[config.mk]
export PLATFORM = sky130hd
export DESIGN_NAME = coa_locate
export DESIGN_NICKNAME = d
export VERILOG_FILES = /design/src/rtl/core/coa_pkg.sv /design/src/rtl/core/coa_locate.sv
export SDC_FILE = /design/constraint.sdc
export NUM_CORES = 1
export LEC_CHECK = 0
export BUFFER_PORTS_ARGS = -buffer_cell sky130_fd_sc_hd__buf_4
export CORE_ASPECT_RATIO = 0.9
export CORE_MARGIN = 3
export CORE_UTILIZATION = 39
export CTS_BUF_LIST = sky130_fd_sc_hd__clkbuf_4 sky130_fd_sc_hd__clkbuf_8
export DETAILED_ROUTE_END_ITERATION = 8
export PLACE_DENSITY = 0.62
export RECOVER_POWER = 100
export SLEW_MARGIN = 20
export SYNTH_ARGS = -nofsm -noshare
export SYNTH_HDL_FRONTEND = slang
export SYNTH_SLANG_ARGS = --single-unit
[constraint.sdc]
create_clock -name clk -period 3.55 [get_ports clk]
set_clock_uncertainty 0.2 [all_clocks]
set_input_delay 0 -clock clk [delete_from_list [all_inputs] [get_ports clk]]
set_output_delay 0 -clock clk [all_outputs]
set_load 0.03 [all_outputs]
[src/rtl/core/coa_pkg.sv]
// Shared types and constants for the cursor overlay compositor.
`timescale 1ns / 1ps
`default_nettype none

package coa_pkg;

	localparam int COORD_W    = 11;
	localparam int EXTENT_W   = 12;
	localparam int RGB_W      = 24;
	localparam int ARGB_W     = 32;
	localparam int ALPHA_W    = 8;
	localparam int CHAN_W     = 8;
	localparam int SEL_W      = 3;
	localparam int IDX_W      = 10;
	localparam int GEOM_W     = 6;
	localparam int HOT_W      = 5;
	localparam int CMD_W      = 2;
	localparam int OFS_W      = 14;
	localparam int CFG_IDX_W  = 3;
	localparam int CFG_DATA_W = 12;

	localparam logic [CMD_W-1:0] CMD_PIXEL  = 2'd0;
	localparam logic [CMD_W-1:0] CMD_SPRITE = 2'd1;
	localparam logic [CMD_W-1:0] CMD_GEOM   = 2'd2;

	localparam logic [CFG_IDX_W-1:0] CFG_SCREEN_WIDTH  = 3'd0;
	localparam logic [CFG_IDX_W-1:0] CFG_SCREEN_HEIGHT = 3'd1;
	localparam logic [CFG_IDX_W-1:0] CFG_CURSOR_X      = 3'd2;
	localparam logic [CFG_IDX_W-1:0] CFG_CURSOR_Y      = 3'd3;
	localparam logic [CFG_IDX_W-1:0] CFG_CURSOR_SHAPE  = 3'd4;

	localparam logic [EXTENT_W-1:0] SCREEN_WIDTH_RST  = 12'd1280;
	localparam logic [EXTENT_W-1:0] SCREEN_HEIGHT_RST = 12'd720;
	localparam logic [COORD_W-1:0]  CURSOR_X_RST      = 11'd640;
	localparam logic [COORD_W-1:0]  CURSOR_Y_RST      = 11'd360;
	localparam logic [SEL_W-1:0]    CURSOR_SHAPE_RST  = 3'd0;

	localparam logic [ALPHA_W-1:0] ALPHA_MAX = 8'd255;

	typedef struct packed {
		logic [CMD_W-1:0]   cmd;
		logic [COORD_W-1:0] pix_x;
		logic [COORD_W-1:0] pix_y;
		logic [RGB_W-1:0]   bg_rgb;
		logic [SEL_W-1:0]   shape_sel;
		logic [IDX_W-1:0]   sprite_index;
		logic [ARGB_W-1:0]  sprite_argb;
		logic [GEOM_W-1:0]  geom_width;
		logic [GEOM_W-1:0]  geom_height;
		logic [HOT_W-1:0]   geom_hot_x;
		logic [HOT_W-1:0]   geom_hot_y;
	} in_item_t;

	typedef struct packed {
		logic [COORD_W-1:0] out_x;
		logic [COORD_W-1:0] out_y;
		logic [RGB_W-1:0]   out_rgb;
		logic               cursor_hit;
	} out_item_t;

endpackage

`default_nettype wire

[src/rtl/core/coa_locate.sv]
// Shape geometry table, cursor clamp, sprite-relative offset stage and sprite address generation.
`timescale 1ns / 1ps
`default_nettype none

module coa_locate #(
	parameter int SPRITE_SIZE = 32,
	parameter int SHAPE_COUNT = 7,
	localparam int AW = $clog2(SHAPE_COUNT * SPRITE_SIZE * SPRITE_SIZE)
) (
	input  wire                           clk,
	input  wire                           arst_n,
	input  wire                           en,
	input  wire                           geom_we,
	input  wire coa_pkg::in_item_t        item,
	input  wire  [coa_pkg::EXTENT_W-1:0]  screen_width,
	input  wire  [coa_pkg::EXTENT_W-1:0]  screen_height,
	input  wire  [coa_pkg::COORD_W-1:0]   cursor_x,
	input  wire  [coa_pkg::COORD_W-1:0]   cursor_y,
	input  wire  [coa_pkg::SEL_W-1:0]     cursor_shape,
	output logic                          in_rect,
	output logic                          wr_ok,
	output logic [AW-1:0]                 addr
);
	import coa_pkg::*;

	localparam int PIX = SPRITE_SIZE * SPRITE_SIZE;
	localparam int SHW = (SHAPE_COUNT > 1) ? $clog2(SHAPE_COUNT) : 1;
	localparam int SCW = $clog2(SPRITE_SIZE);

	logic [GEOM_W-1:0] width_q  [SHAPE_COUNT];
	logic [GEOM_W-1:0] height_q [SHAPE_COUNT];
	logic [HOT_W-1:0]  hot_x_q  [SHAPE_COUNT];
	logic [HOT_W-1:0]  hot_y_q  [SHAPE_COUNT];

	logic              sel_ok;
	logic              cur_ok;
	logic [SHW-1:0]    wsel;
	logic [SHW-1:0]    cur;
	logic [EXTENT_W-1:0] cx;
	logic [EXTENT_W-1:0] cy;
	logic [OFS_W-1:0]  sx;
	logic [OFS_W-1:0]  sy;
	logic              on_scr;

	logic [OFS_W-1:0]  sx_s2;
	logic [OFS_W-1:0]  sy_s2;
	logic              on_s2;
	logic [GEOM_W-1:0] w_s2;
	logic [GEOM_W-1:0] h_s2;
	logic [SHW-1:0]    cur_s2;
	logic              pix_s2;
	logic [SHW-1:0]    sel_s2;
	logic [IDX_W-1:0]  idx_s2;
	logic              wr_ok_s2;

	function automatic logic [GEOM_W-1:0] sat_size(logic [GEOM_W-1:0] v);
		return (int'(v) > SPRITE_SIZE) ? GEOM_W'(SPRITE_SIZE) : v;
	endfunction

	always_comb begin
		sel_ok = int'(item.shape_sel) < SHAPE_COUNT;
		cur_ok = int'(cursor_shape) < SHAPE_COUNT;
		wsel   = sel_ok ? SHW'(item.shape_sel) : '0;
		cur    = cur_ok ? SHW'(cursor_shape) : '0;
		// clamp the cursor to the last visible column and row
		cx = (EXTENT_W'(cursor_x) < screen_width) ? EXTENT_W'(cursor_x) : screen_width - 1'b1;
		cy = (EXTENT_W'(cursor_y) < screen_height) ? EXTENT_W'(cursor_y) : screen_height - 1'b1;
		sx = OFS_W'(item.pix_x) - OFS_W'(cx) + OFS_W'(hot_x_q[cur]);
		sy = OFS_W'(item.pix_y) - OFS_W'(cy) + OFS_W'(hot_y_q[cur]);
		on_scr = (EXTENT_W'(item.pix_x) < screen_width) &&
			(EXTENT_W'(item.pix_y) < screen_height) && cur_ok;
	end

	always_ff @(posedge clk or negedge arst_n) begin
		if (!arst_n) begin
			for (int i = 0; i < SHAPE_COUNT; i++) begin
				width_q[i]  <= '0;
				height_q[i] <= '0;
				hot_x_q[i]  <= '0;
				hot_y_q[i]  <= '0;
			end
		end else if (geom_we && sel_ok) begin
			width_q[wsel]  <= sat_size(item.geom_width);
			height_q[wsel] <= sat_size(item.geom_height);
			hot_x_q[wsel]  <= item.geom_hot_x;
			hot_y_q[wsel]  <= item.geom_hot_y;
		end
	end

	always_ff @(posedge clk) begin
		if (en) begin
			sx_s2    <= sx;
			sy_s2    <= sy;
			on_s2    <= on_scr;
			w_s2     <= width_q[cur];
			h_s2     <= height_q[cur];
			cur_s2   <= cur;
			pix_s2   <= (item.cmd == CMD_PIXEL);
			sel_s2   <= wsel;
			idx_s2   <= item.sprite_index;
			wr_ok_s2 <= sel_ok && (int'(item.sprite_index) < PIX);
		end
	end

	always_comb begin
		// offsets are two's complement; the top bit marks left of or above the sprite
		in_rect = pix_s2 && on_s2 && !sx_s2[OFS_W-1] && !sy_s2[OFS_W-1] &&
			(sx_s2 < OFS_W'(w_s2)) && (sy_s2 < OFS_W'(h_s2));
		wr_ok  = wr_ok_s2;
		if (pix_s2) begin
			addr = AW'(cur_s2) * AW'(PIX) + AW'(sy_s2[SCW-1:0]) * AW'(SPRITE_SIZE) +
				AW'(sx_s2[SCW-1:0]);
		end else begin
			addr = AW'(sel_s2) * AW'(PIX) + AW'(idx_s2);
		end
	end

endmodule

`default_nettype wire

==> impl_metrics.env, run 1 <==
export IMPL_synth_edf_count=59
export IMPL_drv_cap=5
export IMPL_initial_core_util_pct=39.82
export IMPL_drt_drc_violations_left=0
export IMPL_synth_top_area_cell="dfrtp_1"
export IMPL_hp_class="input port to flop"
export IMPL_synth_area_top_cells="dfrtp_1, edfxtp_1, mux2_2, ha_1, o21ai_0"
export IMPL_startpoint_type="input port"
export IMPL_synth_top_family_by_area="compound AO/OA/AOI/OAI gates"
export IMPL_fillers=2903
export IMPL_antenna_found_initial=0
export IMPL_num_antenna_cells=0
export IMPL_grt_max_degree=107
export IMPL_grtUsageTotal_pct=19.76
export IMPL_critPathKind="input port to flop"
export IMPL_slew_headroom_pct=-76.92
export IMPL_cts_tree="built"
export IMPL_netlist_instances=1181
export IMPL_coreArea_um2=31140
export IMPL_seq_area_frac_synth_pct=45.36
export IMPL_cts_root_buf="clkbuf_8"
export IMPL_synth_top_area_share_pct=31.08
export IMPL_die_h_um=175.2
export IMPL_final_max_slew_viol_count=205
export IMPL_reg2regPathDepth=12
export IMPL_gp_congestion=0.8221
export IMPL_required_ps=3620
export IMPL_fin_crit_sh_pct=95.95
export IMPL_synth_ff_type="dfrtp_1"
export IMPL_synth_xor_area_share_pct=3.592
export IMPL_synth_simple_gate_area_share_pct=10.18
export IMPL_regToRegSetupSlack_ps=480
export IMPL_hold_viol=0
export IMPL_num_rows=61
export IMPL_final_cell_count_no_fill=1929
export IMPL_path_clk_slew_ps=60
export IMPL_grt_pass1_wl_mm=54.20
export IMPL_syn_cell_area_um2=12400
export IMPL_drive_gt1_share_pct=33.68
export IMPL_wirelength_mm=33.94
export IMPL_critPathCaptureType="flop"
export IMPL_drt_iter0_markers=525
export IMPL_worstPathMaxFanout=5
export IMPL_synth_warnings=0
export IMPL_layout_commonest_cell="buf_4"
export IMPL_synth_distinct_cells=62
export IMPL_clock_path_buffers=3
export IMPL_placedCellCount=1806
export IMPL_clk_latency_ps=530
export IMPL_syn2layout_area_growth_pct=32.04
export IMPL_dp_hpwl_mm=23.94
export IMPL_placed_area_um2=15090
export IMPL_ant_nets=0
export IMPL_hold_path_depth=2
export IMPL_fmax_ghz=0.2936
export IMPL_numCtsBuffers=35
export IMPL_min_from="item[59]"
export IMPL_wire_per_inst_um=17.59
export IMPL_routed_via_density=5.219
export IMPL_synth_async_reset_ratio_pct=72.30
export IMPL_p_leak_nw=7.184
export IMPL_port_buffers=126
export IMPL_min_period_ps=3406
export IMPL_drt_pass1_iter_count=5
export IMPL_p_per_area_nw_per_um2=497.5
export IMPL_die_width_um=194.0
export IMPL_violations="max-capacitance violations, max-slew violations"
export IMPL_h_tree_depth=2
export IMPL_synth_adder_area_share_pct=9.121
export IMPL_grt_pass1_vias=10289
export IMPL_final_cell_area_um2=16370
export IMPL_clock_sinks=213
export IMPL_hold_end="idx_s2[5]"
export IMPL_setup_viol=0
export IMPL_grt_ovfl_total=0
export IMPL_num_vias=10068
export IMPL_most_common_layout_cells="buf_4, dfrtp_1, mux2_2"
export IMPL_synth_compound_area_share_pct=14.68
export IMPL_ioPinCount=183
export IMPL_die_area_um2=33980
export IMPL_syn_num_nets=1437
export IMPL_worst_slew_pin_transition_ps=2654
export IMPL_reg2reg_to="sx_s2[8]"
export IMPL_grt_setup_unrepaired="true"
export IMPL_syn_area_per_cell_um2=10.50
export IMPL_crit_arrival_ps=3480
export IMPL_status="finished with violations"
export IMPL_synthMuxAreaShare_pct=13.37
export IMPL_ir_drop_v=0.0003096
export IMPL_fin_nets=1752
export IMPL_r2r_start="hot_x_q[25]"
export IMPL_synth_seq_cells=213
==> routing by layer <==
layer | vias to the layer above | global-route usage [%] | share of wire (%)
met5 | - | 0 | 0
met4 | 0 | 3.919 | 1.4
met3 | 45 | 3.451 | 4.8
met2 | 224 | 33.25 | 48
met1 | 4880 | 27.08 | 46
li1 | 4919 | - | -
==> power breakdown <==
| part | internal, W | switching, W |
|---|---|---|
| registers | 0.00305 | 0.000233 |
| logic | 0.00130 | 0.00126 |
| clock network | 0.00132 | 0.000992 |
==> repair_timing <==
action | in CTS | in global routing
gates resized for setup | 0 | 12
hold buffers | 58 | 1
setup endpoints to repair | 0 | 14
hold endpoints to repair | 349 | 1
buffers inserted | 0 | 3
==> worst max-delay path by stage <==
stage | start | end | slack, ps | cells after the start
2_1_floorplan | screen_width[9] | sx_s2[10] | -240 | 18
3_3_place_gp | screen_width[1] | sx_s2[10] | -360 | 18
3_5_place_dp | screen_width[9] | sx_s2[10] | -380 | 18
4_1_cts | cursor_shape[2] | sy_s2[8] | 80 | 14
5_1_grt | screen_width[11] | sx_s2[10] | -9 | 15
6_report | screen_width[11] | sx_s2[10] | 140 | 15
==> synth_stat cells, types with 10 or more instances <==
cell type	n
o21ai_0	127
o22ai_1	18
nor3_1	10
a221oi_1	22
clkbuf_1	45
dfrtp_1	154
xor2_1	11
nand3_1	22
inv_1	68
a21o_1	16
a21oi_1	66
xnor2_1	38
nor2b_1	12
mux2_2	141
nand2_1	132
nand2b_1	15
ha_1	84
edfxtp_1	59
nor2_1	28
==> state kept, by name (all words and copies together), names as in the netlist <==
| name | count |
|---|---|
| hot_x_q | 35 |
| cur_s2 | 3 |
| width_q | 42 |
| h_s2 | 6 |
| sel_s2 | 3 |
| wr_ok | 1 |
| idx_s2 | 10 |
| sy_s2 | 14 |
| on_s2 | 1 |
| hot_y_q | 35 |
| sx_s2 | 14 |
| w_s2 | 6 |
| height_q | 42 |
| pix_s2 | 1 |
==> cell families after synthesis <==
kind of cell | Yosys count
simple gates | 262
buf+inv | 122
compound gates | 298
xor+xnor | 50
fa+ha+maj | 88
flops | 213
mux | 148
==> per-stage QoR <==
stage                     total power (W)  hold WS, ps  TNS [ps]  utilization [%]  worst slack [ps]
after floorplan                  0.004795       -495.6    -678.3                -            -237.7
after global placement           0.005774       -21.07     -4499            48.46            -362.8
after detailed placement         0.005849       -20.55     -5168            48.46            -377.5
after CTS                        0.008240       0.5824         0            52.71             79.34
after global routing             0.008653        25.61    -10.31            52.58            -9.466
final                            0.008146        34.80         0            52.58             143.9
==> worst max-delay path, cell delays in order <==
cell and delay, ps:
dlygate4sd3_1 540, buf_4 150, a21o_1 180, a21oi_4 230, nor2_4 40, a21oi_2 100, ha_2 190, inv_2 40
fa_2 340, a211o_1 330, a2111o_1 410, o311ai_4 120, nand4b_4 150, or4_1 530, xnor2_1 140
==> layout make-up <==
type / instances / area, um^2 / share of cell area [%]
inverter: 68 / 305.3 / 1.865
sequential: 213 / 5625 / 34.36
timing repair buffer: 332 / 2572 / 15.71
clock inverter: 14 / 146.4 / 0.8941
clock buffer: 47 / 596.8 / 3.645
multi-input combinational: 846 / 6615 / 40.40
tap: 409 / 511.7 / 3.125
Power figures use the tool's default switching activity.
==> run 2, diff against run 1 <==
--- a/config.mk
+++ b/config.mk
@@ -5,13 +5,13 @@
 export SDC_FILE = /design/constraint.sdc
 export NUM_CORES = 1
 export LEC_CHECK = 0
-export BUFFER_PORTS_ARGS = -buffer_cell sky130_fd_sc_hd__buf_4
 export CORE_ASPECT_RATIO = 0.9
 export CORE_MARGIN = 3
 export CORE_UTILIZATION = 39
 export CTS_BUF_LIST = sky130_fd_sc_hd__clkbuf_4 sky130_fd_sc_hd__clkbuf_8
 export DETAILED_ROUTE_END_ITERATION = 8
-export PLACE_DENSITY = 0.62
+export DONT_BUFFER_PORTS = 1
+export PLACE_DENSITY = 0.57
 export RECOVER_POWER = 100
 export SLEW_MARGIN = 20
 export SYNTH_ARGS = -nofsm -noshare
==> run 2 against run 1 <==
  * The flow finishes with violations (negative hold slack, max-capacitance violations, max-slew violations)
  * Sequential share of layout area up 2.1 points
  * Combinational power down 8.2%
  * Sequential power about the same
  * Critical path depth unchanged
  * First-iteration DRC count down 9.3%
  * Non-clock buffer count down 147
  * Clock power about the same
  * Global-route usage down 0.076 points
  * Largest cell class unchanged
  * Highest routed layer unchanged
==> impl_metrics.env, run 2 (synthesis results as in run 1) <==
export IMPL_num_rows=61
export IMPL_cts_tree="built"
export IMPL_hold_viol=154
export IMPL_grt_pass1_vias=9703
export IMPL_worstPathMaxFanout=30
export IMPL_ff_latch_area_um2=5625
export IMPL_ant_nets=0
export IMPL_fin_nets=1606
export IMPL_drive_gt1_share_pct=26.29
export IMPL_path_clk_slew_ps=60
export IMPL_final_max_slew_viol_count=93
export IMPL_grt_ovfl_total=0
export IMPL_slowest_stage="dlygate4sd3_1"
export IMPL_min_period_ps=3384
export IMPL_numCtsBuffers=36
export IMPL_initial_core_util_pct=39.82
export IMPL_worst_path_buf_inv=3
export IMPL_multiInputGateArea_um2=6645
export IMPL_startpoint_type="input port"
export IMPL_reg2reg_to="w_s2[2]"
export IMPL_drt_iter0_markers=476
export IMPL_fin_tns_setup_ps=0
export IMPL_drt_drc_violations_left=0
export IMPL_grt_max_degree=155
export IMPL_setup_viol=0
export IMPL_cts_root_buf="clkbuf_8"
export IMPL_grtUsageTotal_pct=19.68
export IMPL_violations="negative hold slack, max-capacitance violations, max-slew violations"
export IMPL_critPathTopFamily="compound AO/OA/AOI/OAI gates"
export IMPL_slew_headroom_pct=-107.0
export IMPL_fmax_ghz=0.2955
export IMPL_ir_drop_v=0.0004268
export IMPL_critPathCaptureType="flop"
export IMPL_wirelength_mm=33.52
export IMPL_cp_startpoint="cursor_shape[1]"
export IMPL_most_common_layout_cells="dfrtp_1, nand2_1, mux2_2"
export IMPL_gp_congestion=0.8142
export IMPL_die_width_um=194.0
export IMPL_hp_class="input port to async pin"
export IMPL_clk_latency_ps=560
export IMPL_die_h_um=175.2
export IMPL_h_tree_depth=2
export IMPL_p_leak_nw=6.568
export IMPL_hold_ws_ps=-1051
export IMPL_status="finished with violations"
export IMPL_wire_per_inst_um=18.75
export IMPL_top_regs="height_q: 42 flops, width_q: 42 flops"
export IMPL_cp_depth=15
export IMPL_fillers=2847
export IMPL_r2r_start="width_q[20]"
export IMPL_fin_crit_sh_pct=95.33
export IMPL_critPathKind="input port to flop"
export IMPL_final_util_pct=49.61
export IMPL_crit_path_end="sy_s2[11]"
export IMPL_reg2regPathDepth=7
export IMPL_worst_slew_pin_transition_ps=3105
export IMPL_coreArea_um2=31140
export IMPL_die_area_um2=33980
export IMPL_grt_pass1_wl_mm=53.49
export IMPL_layout_commonest_cell="dfrtp_1"
export IMPL_antenna_found_initial=2
export IMPL_p_per_area_nw_per_um2=513.3
export IMPL_cts_hold_buf=84
export IMPL_drt_pass1_iter_count=5
export IMPL_ioPinCount=183
export IMPL_clock_path_buffers=3
export IMPL_crit_arrival_ps=3440
export IMPL_cp_cell_sequence="dlygate4sd3_1 > buf_12 > a21boi_4 > buf_4 > mux2_2 > a221oi_1 > a21oi_1 > ha_4 > a21o_1 > a21oi_2 > o21bai_1 > a21oi_2 > nor2_2 > nand4_1 > xnor2_2"
export IMPL_dp_hpwl_mm=22.13
export IMPL_num_vias=9485
export IMPL_port_buffers=0
export IMPL_clock_sinks=213
export IMPL_syn2layout_area_growth_pct=24.57
export IMPL_required_ps=3610
export IMPL_worst_path_most_repeated_cell="a21oi_2"
export IMPL_drv_cap=2
export IMPL_max_stage_delay_ps=610
export IMPL_routed_via_density=5.305
export IMPL_regToRegSetupSlack_ps=500
[run 2: worst min-delay path by stage]
stage                       from      endpoint  slack [ps]
after CTS                 arst_n  height_q[14]       -1090
after global placement    arst_n  height_q[14]        -480
final                     arst_n  height_q[14]       -1050
after floorplan           arst_n   height_q[0]        -500
after detailed placement  arst_n  height_q[14]        -490
after global routing      arst_n   hot_y_q[19]       -1090
[run 2: metal layers]
layer	track usage, %	wire (um)	vias to the layer above
met5	0	0	-
met4	5.235	751	0
met3	3.894	1622	60
met2	31.82	15310	216
met1	27.22	15830	4581
li1	-	-	4628
[run 2: final cells by class]
cell class	instances	share of cell area, %
repair buffers	185	10.36
inverters	68	1.976
flip-flops and latches	213	36.42
clock buffers	52	4.228
multi-input cells	846	43.02
well taps	409	3.313
clock inverters	13	0.6561
diodes	2	0.03240
[run 2: worst register-to-register path, cell delays in order (launching register included)]
cell and delay, ps:
dfrtp_1 380, nand2_1 50, o21ai_0 70, dlygate4sd3_1 570
a221oi_1 310, dlygate4sd3_1 600, a21oi_1 40, dlygate4sd3_1 570
[run 2: power breakdown]
part	switching [W]	internal [W]	leakage, nW	total [W]
registers	0.000236	0.00305	2.51	0.00329
logic	0.00113	0.00121	3.65	0.00234
clock network	0.00103	0.00127	0.404	0.00230
[run 2: timing repair]
item,4_1_cts,5_1_grt
setup endpoints to repair,0,12
hold endpoints to repair,415,154
gates resized for setup,0,14
buffers inserted,0,1
[run 2: through the flow]
stage	std cells	area [um^2]	total power, W	worst slack (ps)
after floorplan	1181	12730	0.004795	-237.7
after global placement	1636	13770	0.005443	-238.1
after detailed placement	1636	13770	0.005493	-309.2
after CTS	1785	15420	0.007985	78.28
after global routing	1788	15450	0.008434	-16.50
final	1788	15450	0.007930	165.8
