===== src/rtl/core/coa_pkg.sv =====
// Shared types and constants for the cursor overlay compositor.
`timescale 1ns / 1ps
`default_nettype none

package coa_pkg;

	localparam int COORD_W    = 11;
	localparam int EXTENT_W   = 12;
	localparam int RGB_W      = 24;
	localparam int ARGB_W     = 32;
	localparam int ALPHA_W    = 8;
	localparam int CHAN_W     = 8;
	localparam int SEL_W      = 3;
	localparam int IDX_W      = 10;
	localparam int GEOM_W     = 6;
	localparam int HOT_W      = 5;
	localparam int CMD_W      = 2;
	localparam int OFS_W      = 14;
	localparam int CFG_IDX_W  = 3;
	localparam int CFG_DATA_W = 12;

	localparam logic [CMD_W-1:0] CMD_PIXEL  = 2'd0;
	localparam logic [CMD_W-1:0] CMD_SPRITE = 2'd1;
	localparam logic [CMD_W-1:0] CMD_GEOM   = 2'd2;

	localparam logic [CFG_IDX_W-1:0] CFG_SCREEN_WIDTH  = 3'd0;
	localparam logic [CFG_IDX_W-1:0] CFG_SCREEN_HEIGHT = 3'd1;
	localparam logic [CFG_IDX_W-1:0] CFG_CURSOR_X      = 3'd2;
	localparam logic [CFG_IDX_W-1:0] CFG_CURSOR_Y      = 3'd3;
	localparam logic [CFG_IDX_W-1:0] CFG_CURSOR_SHAPE  = 3'd4;

	localparam logic [EXTENT_W-1:0] SCREEN_WIDTH_RST  = 12'd1280;
	localparam logic [EXTENT_W-1:0] SCREEN_HEIGHT_RST = 12'd720;
	localparam logic [COORD_W-1:0]  CURSOR_X_RST      = 11'd640;
	localparam logic [COORD_W-1:0]  CURSOR_Y_RST      = 11'd360;
	localparam logic [SEL_W-1:0]    CURSOR_SHAPE_RST  = 3'd0;

	localparam logic [ALPHA_W-1:0] ALPHA_MAX = 8'd255;

	typedef struct packed {
		logic [CMD_W-1:0]   cmd;
		logic [COORD_W-1:0] pix_x;
		logic [COORD_W-1:0] pix_y;
		logic [RGB_W-1:0]   bg_rgb;
		logic [SEL_W-1:0]   shape_sel;
		logic [IDX_W-1:0]   sprite_index;
		logic [ARGB_W-1:0]  sprite_argb;
		logic [GEOM_W-1:0]  geom_width;
		logic [GEOM_W-1:0]  geom_height;
		logic [HOT_W-1:0]   geom_hot_x;
		logic [HOT_W-1:0]   geom_hot_y;
	} in_item_t;

	typedef struct packed {
		logic [COORD_W-1:0] out_x;
		logic [COORD_W-1:0] out_y;
		logic [RGB_W-1:0]   out_rgb;
		logic               cursor_hit;
	} out_item_t;

endpackage

`default_nettype wire


===== src/rtl/core/coa_blend.sv =====
// Per-channel alpha blend: multiply stage, then divide by 255 without a divider.
`timescale 1ns / 1ps
`default_nettype none

module coa_blend (
	input  wire                         clk,
	input  wire                         en,
	input  wire  [coa_pkg::ARGB_W-1:0]  fg,
	input  wire  [coa_pkg::RGB_W-1:0]   bg,
	output logic [coa_pkg::RGB_W-1:0]   rgb
);
	import coa_pkg::*;

	localparam int NCH   = RGB_W / CHAN_W;
	localparam int MIX_W = 2 * CHAN_W;

	logic [ALPHA_W-1:0] a;
	logic [MIX_W-1:0]   mix [NCH];
	logic [MIX_W-1:0]   mix_s4 [NCH];

	always_comb begin
		a = fg[ARGB_W-1 -: ALPHA_W];
		for (int c = 0; c < NCH; c++) begin
			mix[c] = MIX_W'(bg[c*CHAN_W +: CHAN_W]) * MIX_W'(ALPHA_MAX - a) +
				MIX_W'(fg[c*CHAN_W +: CHAN_W]) * MIX_W'(a);
		end
	end

	always_ff @(posedge clk) begin
		if (en) begin
			for (int c = 0; c < NCH; c++) begin
				mix_s4[c] <= mix[c];
			end
		end
	end

	// x / 255 == (x + (x >> 8) + 1) >> 8 for every x up to 255*255, the largest mix value
	always_comb begin
		for (int c = 0; c < NCH; c++) begin
			rgb[c*CHAN_W +: CHAN_W] = CHAN_W'(((MIX_W+1)'(mix_s4[c]) +
				(MIX_W+1)'(mix_s4[c] >> CHAN_W) + (MIX_W+1)'(1)) >> CHAN_W);
		end
	end

endmodule

`default_nettype wire


===== config.mk =====
export PLATFORM = sky130hd
export DESIGN_NAME = coa_blend
export DESIGN_NICKNAME = d
export VERILOG_FILES = /design/src/rtl/core/coa_pkg.sv /design/src/rtl/core/coa_blend.sv
export SDC_FILE = /design/constraint.sdc
export NUM_CORES = 1
export LEC_CHECK = 0
export BUFFER_PORTS_ARGS = -buffer_cell sky130_fd_sc_hd__buf_2
export CORE_MARGIN = 4
export CORE_UTILIZATION = 50
export CTS_CLUSTER_DIAMETER = 200
export DETAILED_ROUTE_END_ITERATION = 12
export PLACE_DENSITY_LB_ADDON = 0.2
export SLEW_MARGIN = 30
export SYNTH_ARGS = -nofsm -noshare
export SYNTH_HDL_FRONTEND = slang
export SYNTH_SLANG_ARGS = --single-unit

===== constraint.sdc =====
create_clock -name clk -period 14.4 [get_ports clk]
set_input_delay 2.88 -clock clk [delete_from_list [all_inputs] [get_ports clk]]
set_output_delay 2.88 -clock clk [all_outputs]
set_load 0.1 [all_outputs]

==> metrics.md, run 1 <==
| Metric | Value |
|---|---|
| Initial DRC Count | about 390 |
| Drt wl/cell | between 15 and 20 um |
| Crit path launch type | input port |
| EDFF count, synth | 48 |
| Critical Path RT | about 14000 ps |
| Bufs and invs on worst path | 5 |
| Final #Nets | around 2.3k |
| FP Rows | between 60 and 70 |
| Post-synth ARST share | 0 |
| Register area | 0.00144 sq mm |
| Diode count | 0 |
| Master of the slowest instance on the critical path | buf_2 |
| CP startpoint | fg[30] |
| Syn Std Cell Area | between 0.015 and 0.02 sq mm |
| Initial antenna violation count | 0 |
| Setup Fix Bufs, Post-CTS | 0 |
| Slowest stage delay, CP | roughly 710 ps |
| Status | finished clean |
| HPWL after DPL | 26000 um |
| First-pass GRT wire length | about 57000 um |
| Endpoints failing hold | 0 |
| Root Buffer | clkbuf_16 |
| RSZ-0062 raised after global routing | no |
| Cts hold-fix bufs | 0 |
| DR vias/cell | about 5.1 |
| CP max FO | 48 |
| GRT Total Usage | 0.207 |
| Fmax | 120 MHz |
| Worst setup margin | between 6000 and 7000 ps |
| Slew Limit Fails | 0 |
| Final WL | 32500 um |
| Port Buffers | 81 |
| Crit path DAT | ~8400 ps |
| Ys flop type | edfxtp_1 |
| Vias in the first global route | approximately 12k |
| Fillers | between 2k and 3k |
| Post-synthesis area per instance | about 9.5 sq um |
| Beginning of the worst hold path | bg[8] |
| HP Class | input port to flip-flop |
| CTS tree | built |
| Gp weighted congestion | just over 0.8 |
| Chip height | around 180 um |
| Core area | just over 0.03 sq mm |
| # setup viols final | 0 |
| Antenna-violating nets left | 0 |
| Biggest regs | mix_s4 (48) |
| Layout overhead on the synthesized area | 6.34% |
| Pre-CTS setup slack | between 5000 and 6000 ps |
| Clock-pin slew on the worst setup and hold paths | 70 ps |
| Via count | 10.7k |
| Worst Tran Pin Value | roughly 950 ps |
| Max Cap Viol | 0 |
| Post-synthesis sequential area ratio | 0.0926 |
| Die area | roughly 0.034 sq mm |
| Slew HR | 0.370 |
| Period utilization | 0.581 |
| WHS Path Cells | 2 |
| Pre-Repair DR Iteration Count | 4 |
| CP top delay family | adder cells |
| Chip width | between 150 and 200 um |
| FF+latch count, synth | 48 |
| DRC | 0 |
| Post_cts resized | 0 |
| Share of cells above drive strength 1 | 0.0620 |
| I/O Pins | between 80 and 90 |
| Largest register by flop count | mix_s4 |
| CP Cell Sequence | buf_2 -> nor2b_1 -> fa_1 -> inv_1 -> fa_1 -> fa_1 -> inv_1 -> fa_1 -> fa_1 -> inv_1 -> fa_1 -> inv_1 -> ha_1 -> a211oi_1 -> o211ai_1 -> a41oi_1 -> o21ai_0 -> a21oi_1 -> xnor2_1 |
| Most used cell, CP | fa_1 |
| Netlist cell types | 54 |
| H-Tree Depth | 2 |
| Kind of critical path | input port to flip-flop |
| Sum Neg Setup Slack | 0 ps |
| Synth warnings | 0 |
| Largest net degree at the start of global routing | between 40 and 50 |
| Max reg flops | 48 |
| Clock Path Buffers | 2 |
| TritonCTS Buffers | 5 |
| WHS Endpoint | mix_s4[0][16] |
| Synthesized instance count | about 1.6k |
| Starting Density | 0.508 |
| Crit path time final | approximately 8400 ps |
| Clk sinks | 48 |
| Multi-input logic area | ~0.012 sq mm |
| Crit path capture type | flip-flop |
| Grt total ovfl | 0 |
## cells by family (layout without fill, tap and decap cells)
group | after synthesis | in the layout | synth area share
adder cells (fa/ha/maj) | 500 | 500 | 0.540
AND/OR/NAND/NOR | 456 | 456 | 0.168
buffers and inverters | 450 | 502 | 0.109
AO/OA/AOI/OAI | 113 | 113 | 0.0499
XOR/XNOR | 67 | 67 | 0.0377
flip-flops | 48 | 48 | 0.0926
multiplexers | 4 | 4 | 0.00281
other | 1 | 3 | 0.000241
## area by class of cell
class | instances | share of cell area
Sequential cell | 48 | 0.0871
Inverter | 408 | 0.0925
Clock inverter | 3 | 0.00416
Multi-Input combinational cell | 1143 | 0.752
Timing Repair Buffer | 86 | 0.0271
Clock buffer | 5 | 0.00756
Tap cell | 396 | 0.0299
## layer usage
| layer | share of wire | vias up | GRT usage |
|---|---|---|---|
| li1 | - | 5060 | - |
| met1 | 0.45 | 5469 | 0.278 |
| met2 | 0.51 | 141 | 0.372 |
| met3 | 0.028 | 22 | 0.0174 |
| met4 | 0.011 | 0 | 0.0376 |
| met5 | 0 | - | 0 |
## through the flow
| stage | cells | util | hold slack (ps) | cell area [sq um] |
|---|---|---|---|---|
| floorplan | 1641 | - | 2990 | 15600 |
| global placement | 2081 | 0.533 | 3330 | 16400 |
| detailed placement | 2081 | 0.533 | 3330 | 16400 |
| CTS | 2089 | 0.540 | 3000 | 16500 |
| global route | 2089 | 0.540 | 3040 | 16600 |
| finish | 2089 | 0.540 | 3010 | 16600 |
## synth_stat cells (all sizes together), types with 6 or more instances
| library cell | count | area share |
|---|---|---|
| ha | 213 | 0.17 |
| clkbuf | 41 | 0.0099 |
| nand2 | 78 | 0.019 |
| edfxtp | 48 | 0.093 |
| nand4 | 6 | 0.0024 |
| fa | 287 | 0.37 |
| a21o | 20 | 0.0097 |
| xor2 | 13 | 0.0073 |
| and3 | 6 | 0.0024 |
| xnor2 | 54 | 0.030 |
| nor2 | 14 | 0.0034 |
| nor2b | 93 | 0.037 |
| nand3 | 13 | 0.0042 |
| o21ai | 21 | 0.0068 |
| a211oi | 7 | 0.0034 |
| o21bai | 6 | 0.0029 |
| nand2b | 104 | 0.042 |
| and2 | 128 | 0.051 |
| a21oi | 30 | 0.0099 |
| inv | 408 | 0.098 |
## cells in the final DEF, fill, tap and decap left out, types with 6 or more instances in the layout
cell type / n
o21bai_1: 6
a21o_1: 19
xnor2_1: 54
ha_1: 213
a211oi_1: 7
inv_1: 408
nor2_1: 14
o21ai_0: 20
and3_1: 6
nand3_1: 13
xor2_1: 13
buf_4: 7
edfxtp_1: 48
fa_1: 287
nand2_1: 78
a21oi_1: 29
nor2b_1: 93
nand2b_1: 104
and2_1: 128
nand4_1: 6
buf_2: 79
## how the worst max path moves through the flow
stage	end	slack, ps	depth (start not counted)
floorplan	mix_s4[0][30]	6360	18
global placement	mix_s4[0][47]	5700	18
detailed placement	mix_s4[0][47]	5610	18
CTS	mix_s4[0][47]	5940	18
global route	mix_s4[0][47]	5670	19
finish	mix_s4[0][47]	6030	19
Power of run 1 is left out: the tool's default activity adds up to more than one toggle a clock period on the data nets, which glitch-free logic cannot reach.
==> inputs of run 2 (changes only) <==
clock period = 7.1 ns   (was 14.4 ns; I/O delays follow)
==> run 2 against run 1 <==
Net effect: sequential share of layout area is 0.086 points lower; critical path type unchanged; cell area is 1.0% higher; setup slack worse by 5600 ps; first-iteration DRC count is 2.8% lower; critical endpoint unchanged.
==> metrics.md, run 2 (synthesis gave the netlist of run 1 again) <==
| Metric | Value |
|---|---|
| Initial DRC Count | 383 (-2.8%) |
| Root Buffer | clkbuf_16 |
| FP Rows | 64 (unchanged) |
| Status | finished clean |
| Crit path launch type | input port |
| Slew Limit Fails | 0 (unchanged) |
| Met3 Usage GRT | 0.0205 (+0.00316) |
| I/O Pins | 82 (unchanged) |
| Port Buffers | 81 (unchanged) |
| GRT Total Usage | 0.209 (+0.00213) |
| Layout overhead on the synthesized area | 7.40% |
| H-Tree Depth | 2 (unchanged) |
| CP top delay family | adder cells |
| Antenna-violating nets left | 0 (unchanged) |
| Sum Neg Setup Slack | 0 ps (unchanged) |
| Final WL | 32900 um (+1.2%) |
| Master of the slowest instance on the critical path | fa_1 |
| Vias in the first global route | 11.7k (-2.1%) |
| M1 GR Usage | 0.286 (+0.00851) |
| Crit path time final | approximately 6600 ps |
| Fillers | 2805 (-1.2%) |
| TritonCTS Buffers | 5 (unchanged) |
| Crit path capture type | flip-flop |
| Endpoints failing hold | 0 (unchanged) |
| Setup Fix Bufs, Post-CTS | 0 (unchanged) |
| Initial antenna violation count | 0 (unchanged) |
| Register area | 0.00144 sq mm (unchanged) |
| HP Class | input port to flip-flop |
| CTS tree | built |
| Chip width | 184 um (unchanged) |
| Largest register by flop count | mix_s4 |
| Starting Density | 0.508 (unchanged) |
| GRT Max-Usage Layer | met2 |
| Core area | 0.0307 sq mm (unchanged) |
| Bufs and invs on worst path | 4 (-1) |
| Met2 GRT Util | 0.367 (-0.00513) |
| Max Cap Viol | 0 (unchanged) |
| Chip height | 184 um (unchanged) |
| Largest net degree at the start of global routing | 49 (unchanged) |
| Slew HR | 0.554 (+0.184) |
| Max reg flops | 48 (unchanged) |
| Via count | 10.7k (-0.37%) |
| Die area | 0.0340 sq mm (unchanged) |
| Gp weighted congestion | 0.855 (+4.3%) |
| DR vias/cell | 5.05 (-1.4%) |
| Most used cell, CP | fa_1 |
| Cts hold-fix bufs | 0 (unchanged) |
| Worst Tran Pin Value | 669 ps (-276 ps) |
| CP max FO | 22 (-54%) |
| Instance count on the critical path | 18 (-1) |
| CP Cell Sequence | buf_2 -> buf_4 -> and2_1 -> fa_1 -> fa_1 -> fa_1 -> fa_1 -> fa_1 -> inv_1 -> fa_1 -> inv_1 -> ha_1 -> a211oi_1 -> o211ai_1 -> a41oi_1 -> o21ai_0 -> a21oi_1 -> xnor2_1 |
| WHS Path Cells | 2 (unchanged) |
| Clk sinks | 48 (unchanged) |
| Grt total ovfl | 0 (unchanged) |
| HPWL after DPL | 27700 um (+6.7%) |
| Slowest stage delay, CP | 570 ps (-140 ps) |
| Critical Path RT | 7170 ps (-7290 ps) |
| Multi-input logic area | 0.0124 sq mm (unchanged) |
| Biggest regs | mix_s4 (48) |
| Share of cells above drive strength 1 | 0.0735 (+0.0115) |
| DRC | 0 (unchanged) |
| Pre-Repair DR Iteration Count | 5 (+1) |
| Diode count | 0 (unchanged) |
| Period utilization | 0.935 |
| Crit path DAT | 6710 ps (-1720 ps) |
| Clock Path Buffers | 2 (unchanged) |
| Final #Nets | 2271 (+0.93%) |
| Clock-pin slew on the worst setup and hold paths | 70 ps (about the same) |
| Commonest non-fill, non-tap cell in the layout | inv_1 |
| # setup viols final | 0 (unchanged) |
| Most frequent cells in the layout | inv_1 (408), fa_1 (287), ha_1 (213) |
| Post_cts resized | 0 (unchanged) |
| Drt wl/cell | 15.6 um (+0.24%) |
| RSZ-0062 raised after global routing | no |
| Fmax | 151 MHz |
| First-pass GRT wire length | 57400 um (about the same) |
| Kind of critical path | input port to flip-flop |
==> run 2: worst paths after layout <==
path,startpoint,end,slack [ps]
max,fg[28],mix_s4[0][47],460
min,fg[16],mix_s4[0][32],1590
==> run 2: cell type report <==
class                      instances  share of cell area
sequential                        48              0.0862
multi-input combinational       1143               0.744
inverter                         408              0.0916
clock inverter                     3             0.00412
tap                              396              0.0296
timing repair buffer             107              0.0367
clock buffer                       5             0.00748
==> run 2: stage by stage <==
stage | util | area (sq um) | setup slack [ps] | cells | hold slack [ps]
final | 0.545 | 16700 | 459 | 2110 | 1590
after global routing | 0.545 | 16700 | 164 | 2110 | 1600
after CTS | 0.545 | 16700 | 448 | 2110 | 1580
after detailed placement | 0.539 | 16500 | 113 | 2102 | 1910
after global placement | 0.539 | 16500 | 221 | 2102 | 1900
after floorplan | - | 15600 | 517 | 1641 | 1530
==> run 2: per-layer routing <==
layer | part of all wire | vias to the layer above
met5 | 0 | -
met4 | 0.015 | 0
met3 | 0.028 | 25
met2 | 0.50 | 164
met1 | 0.46 | 5358
li1 | - | 5105
Power of run 2 is left out for the same reason.
==> inputs of run 3 (changes only) <==
CTS_CLUSTER_SIZE = 28   (was default)
clock period = 6.48 ns   (was 7.1 ns; I/O delays follow)
==> run 3 against run 2 <==
Net effect: worst hold slack got worse by 140 ps; first-iteration DRC count increased by 15%; sequential cell count did not move; die area unchanged; utilization is 2.2 points higher; global-route usage rose by 0.40 points; critical path type unchanged; critical endpoint is now mix_s4[0][30].
==> metrics.md, run 3 (synthesis gave the netlist of run 1 again) <==
| Metric | Value |
|---|---|
| Largest register by flop count | mix_s4 |
| DRC | 0 (unchanged) |
| Clock-pin slew on the worst setup and hold paths | 70 ps (about the same) |
| Crit path time final | between 6000 and 7000 ps |
| Non-filler instance count after layout | 2187 (+3.6%) |
| Crit path launch type | input port |
| Core area | 0.0307 sq mm (unchanged) |
| Layout overhead on the synthesized area | 11.7% |
| Clock Path Buffers | 2 (unchanged) |
| Max Cap Viol | 0 (unchanged) |
| RSZ-0062 raised after global routing | no |
| Biggest regs | mix_s4 (48) |
| Register area | 0.00144 sq mm (unchanged) |
| Via count | 10.9k (+2.6%) |
| Endpoints failing hold | 0 (unchanged) |
| Clk sinks | 48 (unchanged) |
| CP max FO | 18 (-18%) |
| FP Rows | 64 (unchanged) |
| Chip width | 184 um (unchanged) |
| Starting Density | 0.508 (unchanged) |
| Fmax | approximately 160 MHz |
| Cts hold-fix bufs | 0 (unchanged) |
| Final #Nets | 2346 (+3.3%) |
| HP Class | input port to flip-flop |
| Fin Hold WS | 1450 ps (-136 ps) |
| Slew Limit Fails | 0 (unchanged) |
| Share of cells above drive strength 1 | 0.113 (+0.0400) |
| Final WL | 33700 um (+2.2%) |
| GRT Total Usage | 0.213 (+0.00400) |
| Dpl cells | 2176 (+3.5%) |
| Crit path capture type | flip-flop |
| Crit path DAT | 6310 ps (-400 ps) |
| Port Buffers | 81 (unchanged) |
| Critical Path RT | 6550 ps (-620 ps) |
| CTS tree | built |
| Commonest non-fill, non-tap cell in the layout | inv_1 |
| DR vias/cell | 5.00 (-1.0%) |
| Gp weighted congestion | 0.861 (+0.71%) |
| Largest net degree at the start of global routing | 49 (unchanged) |
| Kind of critical path | input port to flip-flop |
| Critical Path Sink | mix_s4[0][30] |
| Multi-input logic area | 0.0125 sq mm (about the same) |
| Pre-Repair DR Iteration Count | 4 (-1) |
| Max reg flops | 48 (unchanged) |
| Die area | 0.0340 sq mm (unchanged) |
| Worst Tran Pin Value | 677 ps (+8.48 ps) |
| H-Tree Depth | 2 (unchanged) |
| Most frequent cells in the layout | inv_1 (408), fa_1 (287), ha_1 (213) |
| Status | finished clean |
| Period utilization | 0.962 |
| Drt wl/cell | 15.4 um (-1.4%) |
| Slew HR | 0.549 (-0.00565) |
| Root Buffer | clkbuf_16 |
| First-pass GRT wire length | 58500 um (+1.9%) |
| Vias in the first global route | 12.0k (+2.7%) |
| HPWL after DPL | 29000 um (+4.7%) |
| Fillers | 2785 (-0.71%) |
| TritonCTS Buffers | 5 (unchanged) |
| Initial antenna violation count | 2 (+2) |
| I/O Pins | 82 (unchanged) |
| Initial DRC Count | 441 (+15%) |
| CP startpoint | fg[28] |
| Grt total ovfl | 0 (unchanged) |
| Chip height | 184 um (unchanged) |
| # setup viols final | 0 (unchanged) |
| Beginning of the worst hold path | bg[0] |
| Antenna-violating nets left | 0 (unchanged) |
run 3: worst min-delay path by stage:
stage | to | cells past startpoint
after detailed placement | mix_s4[0][0] | 2
after floorplan | mix_s4[0][0] | 0
after global routing | mix_s4[0][16] | 2
final | mix_s4[0][0] | 2
after global placement | mix_s4[0][0] | 2
after CTS | mix_s4[0][16] | 2
run 3: area by class of cell:
cell class	instances	area share
inverters	408	0.0881
multi-input cells	1143	0.716
repair buffers	182	0.0729
flip-flops and latches	48	0.0829
clock inverters	3	0.00396
well taps	396	0.0285
diodes	2	0.000288
clock buffers	5	0.00720
run 3: per-stage QoR:
stage | worst slack (ps) | instance area (sq um) | setup TNS [ps] | util
2_1_floorplan | 21.4 | 15600 | 0 | -
3_3_place_gp | -174 | 17200 | -763 | 0.559
3_5_place_dp | -252 | 17200 | -1610 | 0.559
4_1_cts | 80.1 | 17300 | 0 | 0.566
5_1_grt | 5.70 | 17400 | 0 | 0.567
6_report | 246 | 17400 | 0 | 0.567
run 3: critical path, cell delays in order:
cell and delay, ps:
clkbuf_4 280, buf_4 210, and2_1 150, fa_1 460
fa_1 570, fa_1 440, fa_1 460, fa_1 490
inv_1 50, fa_1 470, inv_1 40, ha_1 280
buf_4 140, nor2_1 110, nor2b_1 60, o21ai_0 160
a221oi_1 140, o41a_1 330, xor2_1 150
run 3: layer usage:
| layer | part of all wire | vias to the layer above | global-route usage | wire [um] |
|---|---|---|---|---|
| met4 | 0.018 | 0 | 0.0491 | 618 |
| met1 | 0.46 | 5506 | 0.292 | 15600 |
| met2 | 0.49 | 134 | 0.370 | 16600 |
| met5 | 0 | - | 0 | 0 |
| li1 | - | 5258 | - | - |
| met3 | 0.024 | 32 | 0.0197 | 806 |
run 3: what timing repair did:
| action | CTS | global route |
|---|---|---|
| gates resized for setup | 0 | 11 |
| endpoints found under the setup margin | 0 | 10 |
| setup buffers | 0 | 1 |
Power of run 3 is left out for the same reason.
